==> config.mk <==
export PLATFORM = sky130hd
export DESIGN_NAME = uri_origin_form_parser_unit
export DESIGN_NICKNAME = d
export VERILOG_FILES = /design/src/hdl/uofp_pkg.sv /design/src/hdl/uofp_csr.sv /design/src/hdl/uofp_step.sv /design/src/hdl/uri_origin_form_parser_unit.sv
export SDC_FILE = /design/constraint.sdc
export NUM_CORES = 1
export LEC_CHECK = 0
export BUFFER_PORTS_ARGS = -buffer_cell sky130_fd_sc_hd__buf_2
export CELL_PAD_IN_SITES_DETAIL_PLACEMENT = 2
export CELL_PAD_IN_SITES_GLOBAL_PLACEMENT = 2
export CORE_MARGIN = 8
export CORE_UTILIZATION = 30
export DETAILED_ROUTE_END_ITERATION = 6
export GPL_ROUTABILITY_DRIVEN = 0
export PLACE_DENSITY = 0.86
export SLEW_MARGIN = 5
export SYNTH_ARGS = -nofsm -noshare
export SYNTH_HDL_FRONTEND = slang
export SYNTH_HIERARCHICAL = 1
export SYNTH_SLANG_ARGS = --single-unit
==> constraint.sdc <==
create_clock -name clock -period 8.35 [get_ports clock]
set_input_delay 0.835 -clock clock [delete_from_list [all_inputs] [get_ports clock]]
set_output_delay 0.835 -clock clock [all_outputs]
set_load 0.02 [all_outputs]
==> src/hdl/uofp_pkg.sv <==
// ----------------------------------------------------------------------------
// uofp_pkg
// Types, codes and character helpers for the origin-form URI parser.
// ----------------------------------------------------------------------------
package uofp_pkg;

   localparam int CountWidth = 13;
   localparam logic [CountWidth-1:0] CountMax = 13'd8191;
   localparam logic [CountWidth-1:0] MaxLengthReset = 13'd8190;

   localparam int CsrDataWidth = 32;
   localparam int CsrAddrWidth = 3;

   // parse phase codes
   localparam logic [2:0] PH_START = 3'd0;
   localparam logic [2:0] PH_PATH  = 3'd1;
   localparam logic [2:0] PH_QUERY = 3'd2;
   localparam logic [2:0] PH_PCT1  = 3'd3;
   localparam logic [2:0] PH_PCT2  = 3'd4;
   localparam logic [2:0] PH_HASH  = 3'd5;

   // sticky error codes
   localparam logic [1:0] ERR_NONE = 2'd0;
   localparam logic [1:0] ERR_BAD  = 2'd2;
   localparam logic [1:0] ERR_LONG = 2'd3;

   // status codes
   localparam logic [1:0] ST_CONT   = 2'd0;
   localparam logic [1:0] ST_ACCEPT = 2'd1;
   localparam logic [1:0] ST_BAD    = 2'd2;
   localparam logic [1:0] ST_LONG   = 2'd3;

   // delimiter characters
   localparam logic [7:0] CH_NUL     = 8'h00;
   localparam logic [7:0] CH_PERCENT = 8'h25;
   localparam logic [7:0] CH_QUEST   = 8'h3f;
   localparam logic [7:0] CH_HASH    = 8'h23;
   localparam logic [7:0] CH_SLASH   = 8'h2f;

   typedef struct packed {
      logic [7:0] ch;
      logic       end_mark;
   } req_type;

   typedef struct packed {
      logic       byte_valid;
      logic [7:0] out_byte;
      logic       in_query;
      logic [1:0] status;
   } rsp_type;

   typedef struct packed {
      logic [2:0]            phase;
      logic                  query_part;
      logic                  last_slash;
      logic [3:0]            first_hex;
      logic [CountWidth-1:0] byte_count;
      logic [1:0]            sticky_error;
   } state_type;

   localparam state_type StateReset = '{
      phase: PH_START, query_part: 1'b0, last_slash: 1'b0, first_hex: 4'd0,
      byte_count: '0, sticky_error: ERR_NONE};

   function automatic logic is_pchar(input logic [7:0] c);
      return c inside {[8'h61:8'h7a], [8'h41:8'h5a], [8'h30:8'h39],
                       8'h2d, 8'h2e, 8'h5f, 8'h7e, 8'h21, 8'h24, 8'h26, 8'h27,
                       8'h28, 8'h29, 8'h2a, 8'h2b, 8'h2c, 8'h3b, 8'h3d, 8'h3a,
                       8'h40};
   endfunction

   // bit 4 set means not a hex digit
   function automatic logic [4:0] hex_value(input logic [7:0] c);
      logic [4:0] v;
      v = 5'h10;
      if (c inside {[8'h30:8'h39]}) begin
         v = {1'b0, c[3:0]};
      end else if (c inside {[8'h61:8'h66], [8'h41:8'h46]}) begin
         v = {1'b0, c[3:0] + 4'd9};
      end
      return v;
   endfunction

endpackage

==> src/hdl/uofp_csr.sv <==
// ----------------------------------------------------------------------------
// uofp_csr
// Register port holding the max_length limit.
// ----------------------------------------------------------------------------
module uofp_csr (
   input  logic                                  clock,
   input  logic                                  reset,
   input  logic                                  psel,
   input  logic                                  penable,
   input  logic                                  pwrite,
   input  logic [uofp_pkg::CsrAddrWidth-1:0]     paddr,
   input  logic [uofp_pkg::CsrDataWidth-1:0]     pwdata,
   output logic [uofp_pkg::CsrDataWidth-1:0]     prdata,
   output logic                                  pready,
   output logic [uofp_pkg::CountWidth-1:0]       max_length
);

   logic [uofp_pkg::CountWidth-1:0] max_length_ff;
   logic [uofp_pkg::CountWidth-1:0] max_length_in;
   logic                            sel_max;

   assign sel_max = (paddr[uofp_pkg::CsrAddrWidth-1] == 1'b0);
   assign pready  = 1'b1;

   always_comb begin
      max_length_in = max_length_ff;
      if (psel && penable && pwrite && sel_max) begin
         max_length_in = pwdata[uofp_pkg::CountWidth-1:0];
      end
   end

   always_ff @(posedge clock) begin
      if (reset) begin
         max_length_ff <= uofp_pkg::MaxLengthReset;
      end else begin
         max_length_ff <= max_length_in;
      end
   end

   always_comb begin
      prdata = '0;
      if (sel_max) begin
         prdata[uofp_pkg::CountWidth-1:0] = max_length_ff;
      end
   end

   assign max_length = max_length_ff;

endmodule

==> src/hdl/uofp_step.sv <==
// ----------------------------------------------------------------------------
// uofp_step
// Next-state and result logic for one URI byte or end request.
// ----------------------------------------------------------------------------
module uofp_step (
   input  uofp_pkg::state_type             state,
   input  uofp_pkg::req_type               req,
   input  logic [uofp_pkg::CountWidth-1:0] max_length,
   output uofp_pkg::state_type             state_next,
   output uofp_pkg::rsp_type               rsp
);

   logic [uofp_pkg::CountWidth-1:0] count_inc;
   logic [4:0]                      hv;
   logic [7:0]                      data_byte;
   logic                            emit;
   logic                            bad;
   logic [1:0]                      err;

   assign hv = uofp_pkg::hex_value(req.ch);

   always_comb begin
      state_next = state;
      rsp        = '0;
      emit       = 1'b0;
      bad        = 1'b0;
      data_byte  = req.ch;
      err        = state.sticky_error;
      count_inc  = (state.byte_count == uofp_pkg::CountMax) ? state.byte_count
                   : state.byte_count + 1'b1;

      if (req.end_mark) begin
         if (state.sticky_error == uofp_pkg::ERR_LONG) begin
            rsp.status = uofp_pkg::ST_LONG;
         end else if (state.sticky_error != uofp_pkg::ERR_NONE ||
                      state.phase == uofp_pkg::PH_START ||
                      state.phase == uofp_pkg::PH_PCT1 ||
                      state.phase == uofp_pkg::PH_PCT2) begin
            rsp.status = uofp_pkg::ST_BAD;
         end else begin
            rsp.status = uofp_pkg::ST_ACCEPT;
         end
         state_next = uofp_pkg::StateReset;
      end else begin
         state_next.byte_count = count_inc;
         if (count_inc > max_length) begin
            err = uofp_pkg::ERR_LONG;
         end
         if (err == uofp_pkg::ERR_NONE) begin
            if (req.ch == uofp_pkg::CH_NUL) begin
               bad = 1'b1;
            end else begin
               case (state.phase)
                  uofp_pkg::PH_START: begin
                     if (req.ch == uofp_pkg::CH_SLASH) begin
                        state_next.phase = uofp_pkg::PH_PATH;
                        emit = 1'b1;
                     end else begin
                        bad = 1'b1;
                     end
                  end
                  uofp_pkg::PH_PATH: begin
                     if (req.ch == uofp_pkg::CH_PERCENT) begin
                        state_next.phase = uofp_pkg::PH_PCT1;
                     end else if (req.ch == uofp_pkg::CH_QUEST) begin
                        state_next.phase = uofp_pkg::PH_QUERY;
                        state_next.query_part = 1'b1;
                     end else if (req.ch == uofp_pkg::CH_SLASH) begin
                        if (state.last_slash) begin
                           bad = 1'b1;
                        end else begin
                           emit = 1'b1;
                        end
                     end else if (uofp_pkg::is_pchar(req.ch)) begin
                        emit = 1'b1;
                     end else begin
                        bad = 1'b1;
                     end
                  end
                  uofp_pkg::PH_QUERY: begin
                     if (req.ch == uofp_pkg::CH_HASH) begin
                        state_next.phase = uofp_pkg::PH_HASH;
                     end else if (req.ch == uofp_pkg::CH_PERCENT) begin
                        state_next.phase = uofp_pkg::PH_PCT1;
                     end else if (req.ch == uofp_pkg::CH_SLASH ||
                                  req.ch == uofp_pkg::CH_QUEST ||
                                  uofp_pkg::is_pchar(req.ch)) begin
                        emit = 1'b1;
                     end else begin
                        bad = 1'b1;
                     end
                  end
                  uofp_pkg::PH_PCT1: begin
                     if (!hv[4]) begin
                        state_next.first_hex = hv[3:0];
                        state_next.phase = uofp_pkg::PH_PCT2;
                     end else begin
                        bad = 1'b1;
                     end
                  end
                  uofp_pkg::PH_PCT2: begin
                     if (!hv[4]) begin
                        data_byte = {state.first_hex, hv[3:0]};
                        emit = 1'b1;
                        state_next.phase = state.query_part ? uofp_pkg::PH_QUERY
                                           : uofp_pkg::PH_PATH;
                     end else begin
                        bad = 1'b1;
                     end
                  end
                  default: begin
                     bad = 1'b1;
                  end
               endcase
            end
            if (bad) begin
               err  = uofp_pkg::ERR_BAD;
               emit = 1'b0;
               state_next.phase = state.phase;
               state_next.query_part = state.query_part;
               state_next.first_hex = state.first_hex;
            end
            if (emit) begin
               rsp.byte_valid = 1'b1;
               rsp.out_byte   = data_byte;
               rsp.in_query   = state.query_part;
               if (!state.query_part) begin
                  state_next.last_slash = (data_byte == uofp_pkg::CH_SLASH);
               end
            end
         end
         state_next.sticky_error = err;
         rsp.status = err;
      end
   end

endmodule

==> src/hdl/uri_origin_form_parser_unit.sv <==
// ----------------------------------------------------------------------------
// uri_origin_form_parser_unit
// Origin-form URI checker and percent-decoder, one byte per request.
// ----------------------------------------------------------------------------
// path: request held in the input register, then parser logic into the result
//   register once the result side is free (result empty or rsp_ready)
// throughput: one request per cycle unless stalled; single parser state update
// reset: parser state cleared to the start phase, max_length set to 8190
// ----------------------------------------------------------------------------
module uri_origin_form_parser_unit (
   input  logic                                  clock,
   input  logic                                  reset,
   input  logic                                  req_valid,
   output logic                                  req_ready,
   input  uofp_pkg::req_type                     req_data,
   output logic                                  rsp_valid,
   input  logic                                  rsp_ready,
   output uofp_pkg::rsp_type                     rsp_data,
   input  logic                                  psel,
   input  logic                                  penable,
   input  logic                                  pwrite,
   input  logic [uofp_pkg::CsrAddrWidth-1:0]     paddr,
   input  logic [uofp_pkg::CsrDataWidth-1:0]     pwdata,
   output logic [uofp_pkg::CsrDataWidth-1:0]     prdata,
   output logic                                  pready
);

   logic                            s1_valid_ff;
   logic                            s1_valid_in;
   uofp_pkg::req_type               s1_req_ff;
   uofp_pkg::state_type             state_ff;
   uofp_pkg::state_type             state_in;
   uofp_pkg::state_type             state_next;
   logic                            rsp_valid_ff;
   logic                            rsp_valid_in;
   uofp_pkg::rsp_type               rsp_ff;
   uofp_pkg::rsp_type               rsp_next;
   logic [uofp_pkg::CountWidth-1:0] max_length;
   logic                            advance;

   uofp_csr u_csr (
      .clock      (clock),
      .reset      (reset),
      .psel       (psel),
      .penable    (penable),
      .pwrite     (pwrite),
      .paddr      (paddr),
      .pwdata     (pwdata),
      .prdata     (prdata),
      .pready     (pready),
      .max_length (max_length)
   );

   uofp_step u_step (
      .state      (state_ff),
      .req        (s1_req_ff),
      .max_length (max_length),
      .state_next (state_next),
      .rsp        (rsp_next)
   );

   assign advance   = s1_valid_ff && (!rsp_valid_ff || rsp_ready);
   assign req_ready = !s1_valid_ff || advance;

   always_comb begin
      s1_valid_in = s1_valid_ff;
      if (req_ready) begin
         s1_valid_in = req_valid;
      end
      rsp_valid_in = rsp_valid_ff;
      if (advance) begin
         rsp_valid_in = 1'b1;
      end else if (rsp_ready) begin
         rsp_valid_in = 1'b0;
      end
      state_in = advance ? state_next : state_ff;
   end

   always_ff @(posedge clock) begin
      if (reset) begin
         s1_valid_ff  <= 1'b0;
         rsp_valid_ff <= 1'b0;
         state_ff     <= uofp_pkg::StateReset;
      end else begin
         s1_valid_ff  <= s1_valid_in;
         rsp_valid_ff <= rsp_valid_in;
         state_ff     <= state_in;
      end
   end

   always_ff @(posedge clock) begin
      if (req_ready && req_valid) begin
         s1_req_ff <= req_data;
      end
      if (advance) begin
         rsp_ff <= rsp_next;
      end
   end

   assign rsp_valid = rsp_valid_ff;
   assign rsp_data  = rsp_ff;

endmodule

## After elaboration in Yosys (flattened, before gate mapping)

Index checks and enable logic that the tools add are counted.

| storage, ports and cells | value |
|---|---|
| flip-flop bits (word level) | 60 |
| input port bits | 51 |
| output and inout bits | 47 |
| word-level logic and storage cells | 175 |

| operators by class | value |
|---|---|
| add/sub/neg operators | 2 |
| order comparisons | 9 |
| eq/ne operators | 38 |
| mux-type cells | 69 |
| bitwise logic cells | 3 |
| reductions and logical operators | 39 |

Operators by type and width:

| operator | count |
|---|---|
| 8-bit by 6-bit equality test with 1-bit output (second input constant) | 19 |
| 8-bit 2-to-1 mux | 5 |
| 1-bit 2-to-1 mux | 33 |
| 8-bit by 7-bit <= comparator with 1-bit output (second input constant) | 4 |
| 4-bit 2-to-1 mux | 7 |
| 13-bit 2-to-1 mux | 2 |
| 8-bit by 7-bit equality test with 1-bit output (second input constant) | 3 |
| 24-bit 2-to-1 mux | 1 |
| 20-bit nonzero test | 1 |
| 3-bit 2-to-1 mux | 6 |
| 8-bit by 7-bit >= comparator with 1-bit output (second input constant) | 2 |
| 2-bit 2-to-1 mux | 8 |
| 2-bit nonzero test | 8 |
| 3-bit one-hot mux with 5 select lines | 1 |
| 13-bit by 1-bit adder with 13-bit output (second input constant) | 1 |
| 13-bit equality test (second input constant) | 1 |
| 13-bit greater-than comparator | 1 |
| 1-bit logical AND | 10 |
| 10-bit 2-to-1 mux | 1 |
| 5-bit 2-to-1 mux | 2 |
| 2-bit != test (second input constant) | 5 |
| 10-bit AND reduction | 1 |
| 9-bit 2-to-1 mux | 1 |
| 3-bit != test (second input constant) | 3 |
| 21 further kinds | 34 |

## Depth between registers and ports, before layout

Gate-level depths: netlist of run 1.

| logic depth | value |
|---|---|
| depth after elaboration | 17 |
| mapped depth | 16 |

## Hierarchy

Netlist of run 1, hierarchy kept.

By module, submodules not included:

| module | instances | cells each | area each (sq um) | seq. area each (sq um) |
|---|---|---|---|---|
| uofp_step | 1 | 280 | 1831.8 | 0.0 |
| uri_origin_form_parser_unit | 1 | 135 | 1809.2 | 1151.1 |
| uofp_csr | 1 | 94 | 797.0 | 260.2 |

## Worst setup path after synthesis of run 1

No wires, ideal clock.

| timing path | value |
|---|---|
| kind | reg-to-reg |
| start | reg state_ff[7] (netlist name) |
| end | reg state_ff[19] (netlist name) |
| setup time | 0.072 ns |
| arrival time | 3.421 ns |
| data required time | 8.278 ns |
| slack | 4.857 ns |
| stages on the path, launching flop included | 17 |
| path buffers | 0 |
| period minus slack after synthesis | 3.493 ns |
| path through | dfxtp_1 > and4_1 > and3_1 > nand4_1 > nand4_1 > nor3_1 > xor2_1 > ha_1 > nand4_1 > o211ai_1 > a31oi_1 > a222oi_1 > nor4_4 > nand3_1 > mux2i_1 > nand2b_1 > mux2i_1 |

| between the ends | value |
|---|---|
| cells in the longest elaborated chain, start to end | 8 |

RTL lines:

| what | line | text |
|---|---|---|
| from (decl) | uri_origin_form_parser_unit.sv:31 | `uofp_pkg::state_type state_ff;` |
| from (signal assigned) | uri_origin_form_parser_unit.sv:83 | `state_ff <= uofp_pkg::StateReset;` |
| from (signal assigned) | uri_origin_form_parser_unit.sv:87 | `state_ff <= state_in;` |
| 13-bit by 1-bit adder with 13-bit output or 13-bit equality test (tied branches) | uofp_step.sv:30, uofp_step.sv:29 |  |
| 13-bit 2-to-1 mux * | uofp_step.sv:29 | `count_inc = (state.byte_count == uofp_pkg::CountMax) ? state.byte_count` |
| 13-bit greater-than comparator * | uofp_step.sv:46 | `if (count_inc > max_length) begin` |
| 2-bit 2-to-1 mux * | uofp_step.sv:46 |  |
| 2-bit 2-to-1 mux * | uofp_step.sv:32 | `if (req.end_mark) begin` |
| 2-bit zero test * | uofp_step.sv:49 | `if (err == uofp_pkg::ERR_NONE) begin` |
| 2-bit nonzero test (no source line) * | -- |  |
| 4-bit AND reduction (no source line) * | -- |  |

Every way passes the cells marked *; elsewhere a longest branch is shown, timed or not. The select of a mux whose other input is x is not followed.
A chain may end at the register's enable or synchronous reset.

## Final worst setup path of run 1

| timing path | value |
|---|---|
| start | reg state_ff[7] (netlist name) |
| end | reg state_ff[16] (netlist name) |

| between the ends | value |
|---|---|
| cells in the longest elaborated chain, start to end | 8 |

RTL lines:

| what | line |
|---|---|
| 13-bit by 1-bit adder with 13-bit output or 13-bit equality test (tied branches) | uofp_step.sv:30, uofp_step.sv:29 |
| 13-bit 2-to-1 mux * | uofp_step.sv:29 |
| 13-bit greater-than comparator * | uofp_step.sv:46 |
| 2-bit 2-to-1 mux * | uofp_step.sv:46 |
| 2-bit 2-to-1 mux * | uofp_step.sv:32 |
| 2-bit zero test * | uofp_step.sv:49 |
| 2-bit nonzero test (no source line) * | -- |
| 6-bit AND reduction (no source line) * | -- |

Marked as above.

==> results of run 1 <==
[power breakdown]
part | switching, uW | internal [uW]
registers | 12.7 | 309
clock network | 140 | 226
logic | 53.5 | 30.2
[synth_stat cells (all sizes together) (4+ instances only)]
cell type   n
nor3        7
nor2b      12
xor2        5
nand2b     55
edfxtp     21
a211oi      4
clkbuf     12
nand2      23
buf        37
mux2i      45
a21oi      18
ha         18
a21o        5
o211ai      7
dfxtp      39
nand4       8
xnor2      11
nor2       61
inv        26
nand3      16
nor4b       4
and2       14
o21ai       8
[layer usage]
metal | up-vias | global-route usage, % | routed length (um) | share of wire (%)
li1 | 1796 | - | - | -
met1 | 1930 | 17.85 | 6076 | 41
met2 | 81 | 29.00 | 7907 | 53
met3 | 45 | 2.480 | 377 | 2.5
met4 | 0 | 9.294 | 563 | 3.8
met5 | - | 0 | 0 | 0
[worst min path at each step]
stage | to | slack (ns) | cells past startpoint
after floorplan | state_ff[23] | 0.45 | 2
after global placement | state_ff[14] | 0.48 | 2
after detailed placement | state_ff[10] | 0.49 | 2
after CTS | state_ff[10] | 0.50 | 2
after global routing | state_ff[10] | 0.52 | 2
final | state_ff[10] | 0.50 | 2
[per-stage QoR]
stage               cell area [um^2]  total power (uW)  setup WS [ns]  utilization, %
floorplan                       4506             392.2          4.857               -
global placement                4676             403.3          4.145           32.29
detailed placement              4676             409.2          3.866           32.29
CTS                             4959             781.6          3.503           34.25
global route                    4959             796.2          3.208           34.25
finish                          4959             771.6          3.444           34.25
[layout by cell type (no fill, tap or decap), types with 3 or more instances in the layout]
cell type	count
nor2b_1	10
a211oi_1	4
xor2_1	5
nand2b_1	55
nand2_1	23
and2_1	14
o211ai_1	7
or3_1	3
xnor2_1	11
a31oi_1	3
nand3_1	15
a21o_1	5
nor4b_1	3
a21oi_1	18
o21ai_0	8
o32ai_1	3
inv_1	26
and2b_2	3
buf_2	56
mux2i_1	45
dfxtp_1	39
nand4_1	8
clkinv_1	4
edfxtp_1	21
nor2_1	61
clkbuf_16	9
ha_1	18
conb_1	20
nor3_1	7
[state kept, by name, indices dropped and copies added, names as in the netlist]
signal            flops
state_ff             24
u_csr/max_length     13
rsp_valid             1
s1_req_ff             9
rsp_data             12
s1_valid_ff           1
[logic make-up after synthesis]
family	count (synthesis)
adders and majority gates	18
buffers and inverters	75
and+or+nand+nor	221
muxes	46
AOI/OAI and AO/OA	71
other	2
xor gates and xnor gates	16
DFF	60
[worst register-to-register path: stages, from the launching register on]
cell and delay, ns:
dfxtp_1 0.44, and4_1 0.25, and3_1 0.25, nand4_1 0.41, nand4_1 0.42, nor3_1 0.11, xor2_1 0.19, ha_1 0.33
nand4_1 0.13, nor2_1 0.23, o21ai_0 0.17, a222oi_1 1.03, nor4b_2 0.30, a311oi_1 0.36, nand2b_1 0.10, mux2i_1 0.12
[area by class of cell]
class / instances / area, um^2 / share of cell area, %
multi-input cells: 392 / 2649 / 53.42
flip-flops and latches: 60 / 1411 / 28.46
repair buffers: 57 / 287.8 / 5.804
well taps: 184 / 230.2 / 4.643
clock buffers: 9 / 225.2 / 4.542
inverters: 26 / 97.59 / 1.968
clock inverters: 7 / 57.56 / 1.161
==> results.ini, run 1 <==
[outcome]
status = complete, no violations

[place]
numPortBuffers = 56
hpwlAfterDp_mm = 9.814
dp.cells = 719

[yosys]
async_flop_share_pct = 0
synth_seq_cells = 60
synthSimpleGateAreaFrac_pct = 28.11
synthTopCellsByArea = dfxtp_1 18%, edfxtp_1 14%, mux2i_1 10%
synth-xor-area-share_pct = 3.158
synth_top_family_by_area = simple AND/OR/NAND/NOR gates
synth_fa_ha_area_share_pct = 5.075
synth_top_cell_area_share_pct = 17.59
synth_edf_count = 21
yosysTopAreaCell = dfxtp_1
synth_ff_type = dfxtp_1
synth_compound_area_share_pct = 11.14
syn_area_per_cell_um2 = 8.719
ys_seq_area_share_pct = 31.80
ys.warnings.count = 6
muxShareOfSynthArea_pct = 10.40
yosysUniqueCellTypes = 68
syn_area_mm2 = 0.004438
synth_cells = 509

[worst_hold_path]
min_path_type = reg2reg
min_from = state_ff[10]

[grt]
grt_usage_pct = 16.21
grt_pass1_vias = 4434
grt_pass1_wl_mm = 23.94
grt_max_degree = 77
antenna_found_initial = 0
overflow = 0

[setup_path]
crit_top_cell = nand4_1
critPathTopFamily = simple AND/OR/NAND/NOR gates
rrSetupSlack_ns = 3.44
crit_end = state_ff[16]
start_kind = flop
cp-end-kind = flop
cp_max_fo = 8
crit_slowest_cell = a222oi_1
critPathKind = reg2reg
worst_ep_required_time_ns = 8.61
crit_buf_inv = 0
crit_start = state_ff[7]
r2r_end = state_ff[16]
slowest_delay_ns = 1.03
cp_num_cells = 15
crit_arrival_ns = 5.17
r2r_start = state_ff[7]
r2r_cells = 15
cp_cell_sequence = and4_1, and3_1, nand4_1, nand4_1, nor3_1, xor2_1, ha_1, nand4_1, nor2_1, o21ai_0, a222oi_1, nor4b_2, a311oi_1, nand2b_1, mux2i_1

[sta]
hold_viol_final = 0
maxSlewViolCount = 0
worst_pin_slew_ns = 1.167
fin_crit_sh_pct = 58.75
slew_headroom_pct = 22.22
max_freq_mhz = 203.8
fin_skew_ns = 0.008789
rsz0062_at_grt = no
setup_viol = 0
hold_ws_ns = 0.4971
finalSetupTns_ns = 0
period_needed_ns = 4.906

[floorplanning]
die-height_um = 137.6
die_area_mm2 = 0.01894
io_pins = 98
coreArea_mm2 = 0.01448
die_w_um = 137.6
rows = 44
start_util_pct = 30.65

[cts]
path_clk_slew_ns = 0.05
clk_latency_ns = 0.34
cts_tree = done
clock-sinks = 60
cts_max_path_buffers = 2
cts_resized = 0
ctsHoldBuffers = 0
post_cts_buffers = 0
cts_buffers = 9
htreeDepth = 3
clock-root-buffer = clkbuf_16

[finish]
fillers = 1654
layout-drive-gt1-share_pct = 15.79
nNetsFinal = 615
diodes = 0
final_cells = 735
area_growth_pct = 11.73

[route]
drt_iter0_drc = 205
postRouteAntennaNets = 0
via_per_inst = 5.241
drt-wirelength-per-cell_um = 20.31
drt_wl_total_mm = 14.93
vias = 3852
drtPass1Iterations = 5
drc_errors = 0

[power]
leakagePower_uw = 0.001984
ir_worst_vdd_mv = 0.08590
power_density_mw_per_mm2 = 155.6

[flow_run]
maxCapViolCount = 0

No activity file was read; power rests on OpenSTA's default activity.
==> run 2: changes to the inputs <==
--- a/config.mk
+++ b/config.mk
@@ -5,14 +5,15 @@
 export SDC_FILE = /design/constraint.sdc
 export NUM_CORES = 1
 export LEC_CHECK = 0
+export ABC_AREA = 1
 export BUFFER_PORTS_ARGS = -buffer_cell sky130_fd_sc_hd__buf_2
 export CELL_PAD_IN_SITES_DETAIL_PLACEMENT = 2
 export CELL_PAD_IN_SITES_GLOBAL_PLACEMENT = 2
 export CORE_MARGIN = 8
-export CORE_UTILIZATION = 30
+export CORE_UTILIZATION = 26
 export DETAILED_ROUTE_END_ITERATION = 6
 export GPL_ROUTABILITY_DRIVEN = 0
-export PLACE_DENSITY = 0.86
+export PLACE_DENSITY = 0.87
 export SLEW_MARGIN = 5
 export SYNTH_ARGS = -nofsm -noshare
 export SYNTH_HDL_FRONTEND = slang
==> constraint.sdc (replaced) <==
create_clock -name clock -period 4.3 [get_ports clock]
set_input_delay 0.43 -clock clock [delete_from_list [all_inputs] [get_ports clock]]
set_output_delay 0.43 -clock clock [all_outputs]
set_load 0.02 [all_outputs]
==> results.ini, run 2 <==
[cts]
clock-sinks = 60  ; unchanged
cts_max_path_buffers = 2  ; unchanged
clock-root-buffer = clkbuf_16  ; unchanged
htreeDepth = 3  ; unchanged
post_cts_buffers = 0  ; unchanged
clk_latency_ns = 0.34  ; about the same
cts_tree = done  ; unchanged
cts_buffers = 9  ; unchanged
ctsHoldBuffers = 0  ; unchanged
cts_resized = 0  ; unchanged
path_clk_slew_ns = 0.06  ; was 0.05 ns

[setup_path]
r2r_cells = 23  ; was 15
worst_ep_required_time_ns = 4.57  ; was 8.61 ns
start_kind = flop  ; unchanged
r2r_end = state_ff[16]  ; unchanged
cp-end-kind = flop  ; unchanged
r2r_start = state_ff[2]  ; was state_ff[7]
rrSetupSlack_ns = 0.36  ; was 3.44 ns
crit_arrival_ns = 4.21  ; was 5.17 ns
critPathKind = reg2reg  ; unchanged
crit_end = state_ff[16]  ; unchanged
cp_max_fo = 8  ; unchanged
crit_start = state_ff[2]  ; was state_ff[7]

[yosys]
yosysMostFrequentCell = nand2_1  ; was nor2_1
synth_edf_count = 21  ; unchanged
yosysUniqueCellTypes = 41  ; was 68
ys.warnings.count = 6  ; unchanged
syn_area_per_cell_um2 = 6.491  ; was 8.719 um^2
ys_seq_area_share_pct = 31.24  ; was 31.80%
synth_seq_cells = 60  ; unchanged
synth_top_cell_area_share_pct = 17.28  ; was 17.59%
synth_ff_type = dfxtp_1  ; unchanged
syn_area_mm2 = 0.004518  ; was 0.004438 mm^2
async_flop_share_pct = 0  ; unchanged
yosysTopAreaCell = dfxtp_1  ; unchanged
synthTopCellsByArea = dfxtp_1 17%, edfxtp_1 14%, nand2_1 14%  ; was dfxtp_1 18%, edfxtp_1 14%, mux2i_1 10%
synth_cells = 696  ; was 509
synthTopCellsByCount = 165 x nand2_1, 108 x inv_1, 104 x nor2_1  ; was 61 x nor2_1, 55 x nand2b_1, 45 x mux2i_1

[finish]
layout_commonest_cell = nand2_1  ; was nor2_1
layout-drive-gt1-share_pct = 14.32  ; was 15.79%
diodes = 0  ; unchanged
area_growth_pct = 14.40  ; was 11.73%
nNetsFinal = 811  ; was 615
final_cell_mix = 165 x nand2_1, 108 x inv_1, 102 x nor2_1, 68 x nand3_1, 56 x buf_2  ; was 61 x nor2_1, 56 x buf_2, 55 x nand2b_1, 45 x mux2i_1, 39 x dfxtp_1
largest_reg_flops = 24  ; unchanged
final_cells = 972  ; was 735
top_register = state_ff  ; unchanged

[sta]
fin_skew_ns = 0.008143  ; was 0.008789 ns
setup_viol = 0  ; unchanged
fin_crit_sh_pct = 91.58  ; was 58.75%
max_freq_mhz = 253.9  ; was 203.8 MHz
worst_pin_slew_ns = 1.011  ; was 1.167 ns
finalSetupTns_ns = 0  ; unchanged
slew_headroom_pct = 32.37  ; was 22.22%
hold_viol_final = 0  ; unchanged
rsz0062_at_grt = no  ; unchanged
period_needed_ns = 3.938  ; was 4.906 ns
maxSlewViolCount = 0  ; unchanged

[grt]
antenna_found_initial = 0  ; unchanged
grt_max_degree = 51  ; was 77
overflow = 0  ; unchanged
grt_pass1_wl_mm = 25.47  ; was 23.94 mm
grt_usage_pct = 14.51  ; was 16.21%
grt_pass1_vias = 5052  ; was 4434

[route]
via_per_inst = 4.707  ; was 5.241
drc_errors = 0  ; unchanged
wl_met2_mm = 7.874  ; was 7.907 mm
topRoutingLayerUsed = met4  ; unchanged
drtPass1Iterations = 4  ; was 5
drt_wl_total_mm = 15.51  ; was 14.93 mm
drt_iter0_drc = 153  ; was 205
wl_met3_um = 524  ; was 377 um
m1WireLength_mm = 6.680  ; was 6.076 mm
postRouteAntennaNets = 0  ; unchanged
drt-wirelength-per-cell_um = 15.95  ; was 20.31 um
vias = 4575  ; was 3852

[floorplanning]
start_util_pct = 26.40  ; was 30.65%
rows = 48  ; was 44
die_area_mm2 = 0.02185  ; was 0.01894 mm^2
die_w_um = 147.8  ; was 137.6 um
die-height_um = 147.8  ; was 137.6 um
io_pins = 98  ; unchanged
coreArea_mm2 = 0.01712  ; was 0.01448 mm^2

[place]
numPortBuffers = 56  ; unchanged
hpwlAfterDp_mm = 11.76  ; was 9.814 mm
dp.cells = 956  ; was 719

[outcome]
status = complete, no violations  ; unchanged

[flow_run]
maxCapViolCount = 0  ; unchanged

[power]
leakagePower_uw = 0.002647  ; was 0.001984 uW
power_density_mw_per_mm2 = 324.1  ; was 155.6 mW/mm^2
ir_worst_vdd_mv = 0.3000  ; was 0.08590 mV

[worst_hold_path]
min_path_type = in2reg  ; was reg2reg
min_from = req_data[2]  ; was state_ff[10]

==> run 2: stage by stage <==
| step | hold slack (ns) | util, % | total power (uW) | worst slack, ns | cell area (um^2) |
|---|---|---|---|---|---|
| floorplan | 0.4503 | - | 914.2 | 1.045 | 4586 |
| finish | 0.2609 | 30.20 | 1675 | 0.3619 | 5169 |
| global placement | 0.4723 | 28.49 | 979.6 | 0.4895 | 4877 |
| global route | 0.2464 | 30.20 | 1767 | 0.03124 | 5169 |
| CTS | 0.2434 | 30.07 | 1697 | 0.005881 | 5147 |
| detailed placement | 0.4866 | 28.49 | 1001 | 0.2087 | 4877 |
==> run 2: cells by family (layout without fill, tap and decap cells) <==
kind of cell	Yosys count	count (layout)	share of synthesized area [%]
adders and majority gates	18	18	4.985
other	2	20	0.1662
buffers and inverters	153	186	15.73
DFF	60	60	31.24
AOI/OAI and AO/OA	80	80	10.69
and+or+nand+nor	375	375	35.64
xor gates and xnor gates	8	8	1.551
==> run 2: metal layers <==
metal	vias up	GRT usage, %
li1	2251	-
met4	0	6.374
met1	2222	15.45
met3	29	4.066
met5	-	0
met2	73	26.22
==> run 2: cell type report <==
type,count,area [um^2]
clock inverter,4,23.77
inverter,111,416.7
multi-input combinational,501,2485
sequential,60,1413
fill,2123,11950
tap,225,281.5
timing repair buffer,59,302.8
clock buffer,12,246.5
==> run 2: worst min-delay path by stage <==
stage                           end  depth (start not counted)
4_1_cts                s1_req_ff[2]                          1
5_1_grt                s1_req_ff[5]                          1
3_5_place_dp    u_csr/max_length[8]                          2
3_3_place_gp    u_csr/max_length[7]                          2
2_1_floorplan  u_csr/max_length[10]                          2
6_report               s1_req_ff[2]                          1
==> run 2: where the power goes <==
part / switching [uW] / internal, uW / total [uW]
registers: 39.2 / 622 / 661
clock network: 278 / 404 / 683
logic: 227 / 104 / 331
total: 545 / 1130 / 1670
==> run 2: critical path, stage by stage, from the launching register on <==
cell and delay (ns):
dfxtp_1 0.34, ha_1 0.27, nand2_1 0.14, nor2_2 0.07, nand2_1 0.12, nor2_1 0.09, nor4_2 0.23, nand2_1 0.09
inv_1 0.12, nand4_1 0.14, nor2_1 0.16, nor2_1 0.08, ha_1 0.28, nand2_1 0.07, nor4_1 0.28, a21o_1 0.25
nand2_1 0.22, nor2_4 0.22, nor2_1 0.08, a211oi_1 0.22, inv_1 0.07, nand3_1 0.08, nand2_1 0.07, nor2_1 0.16
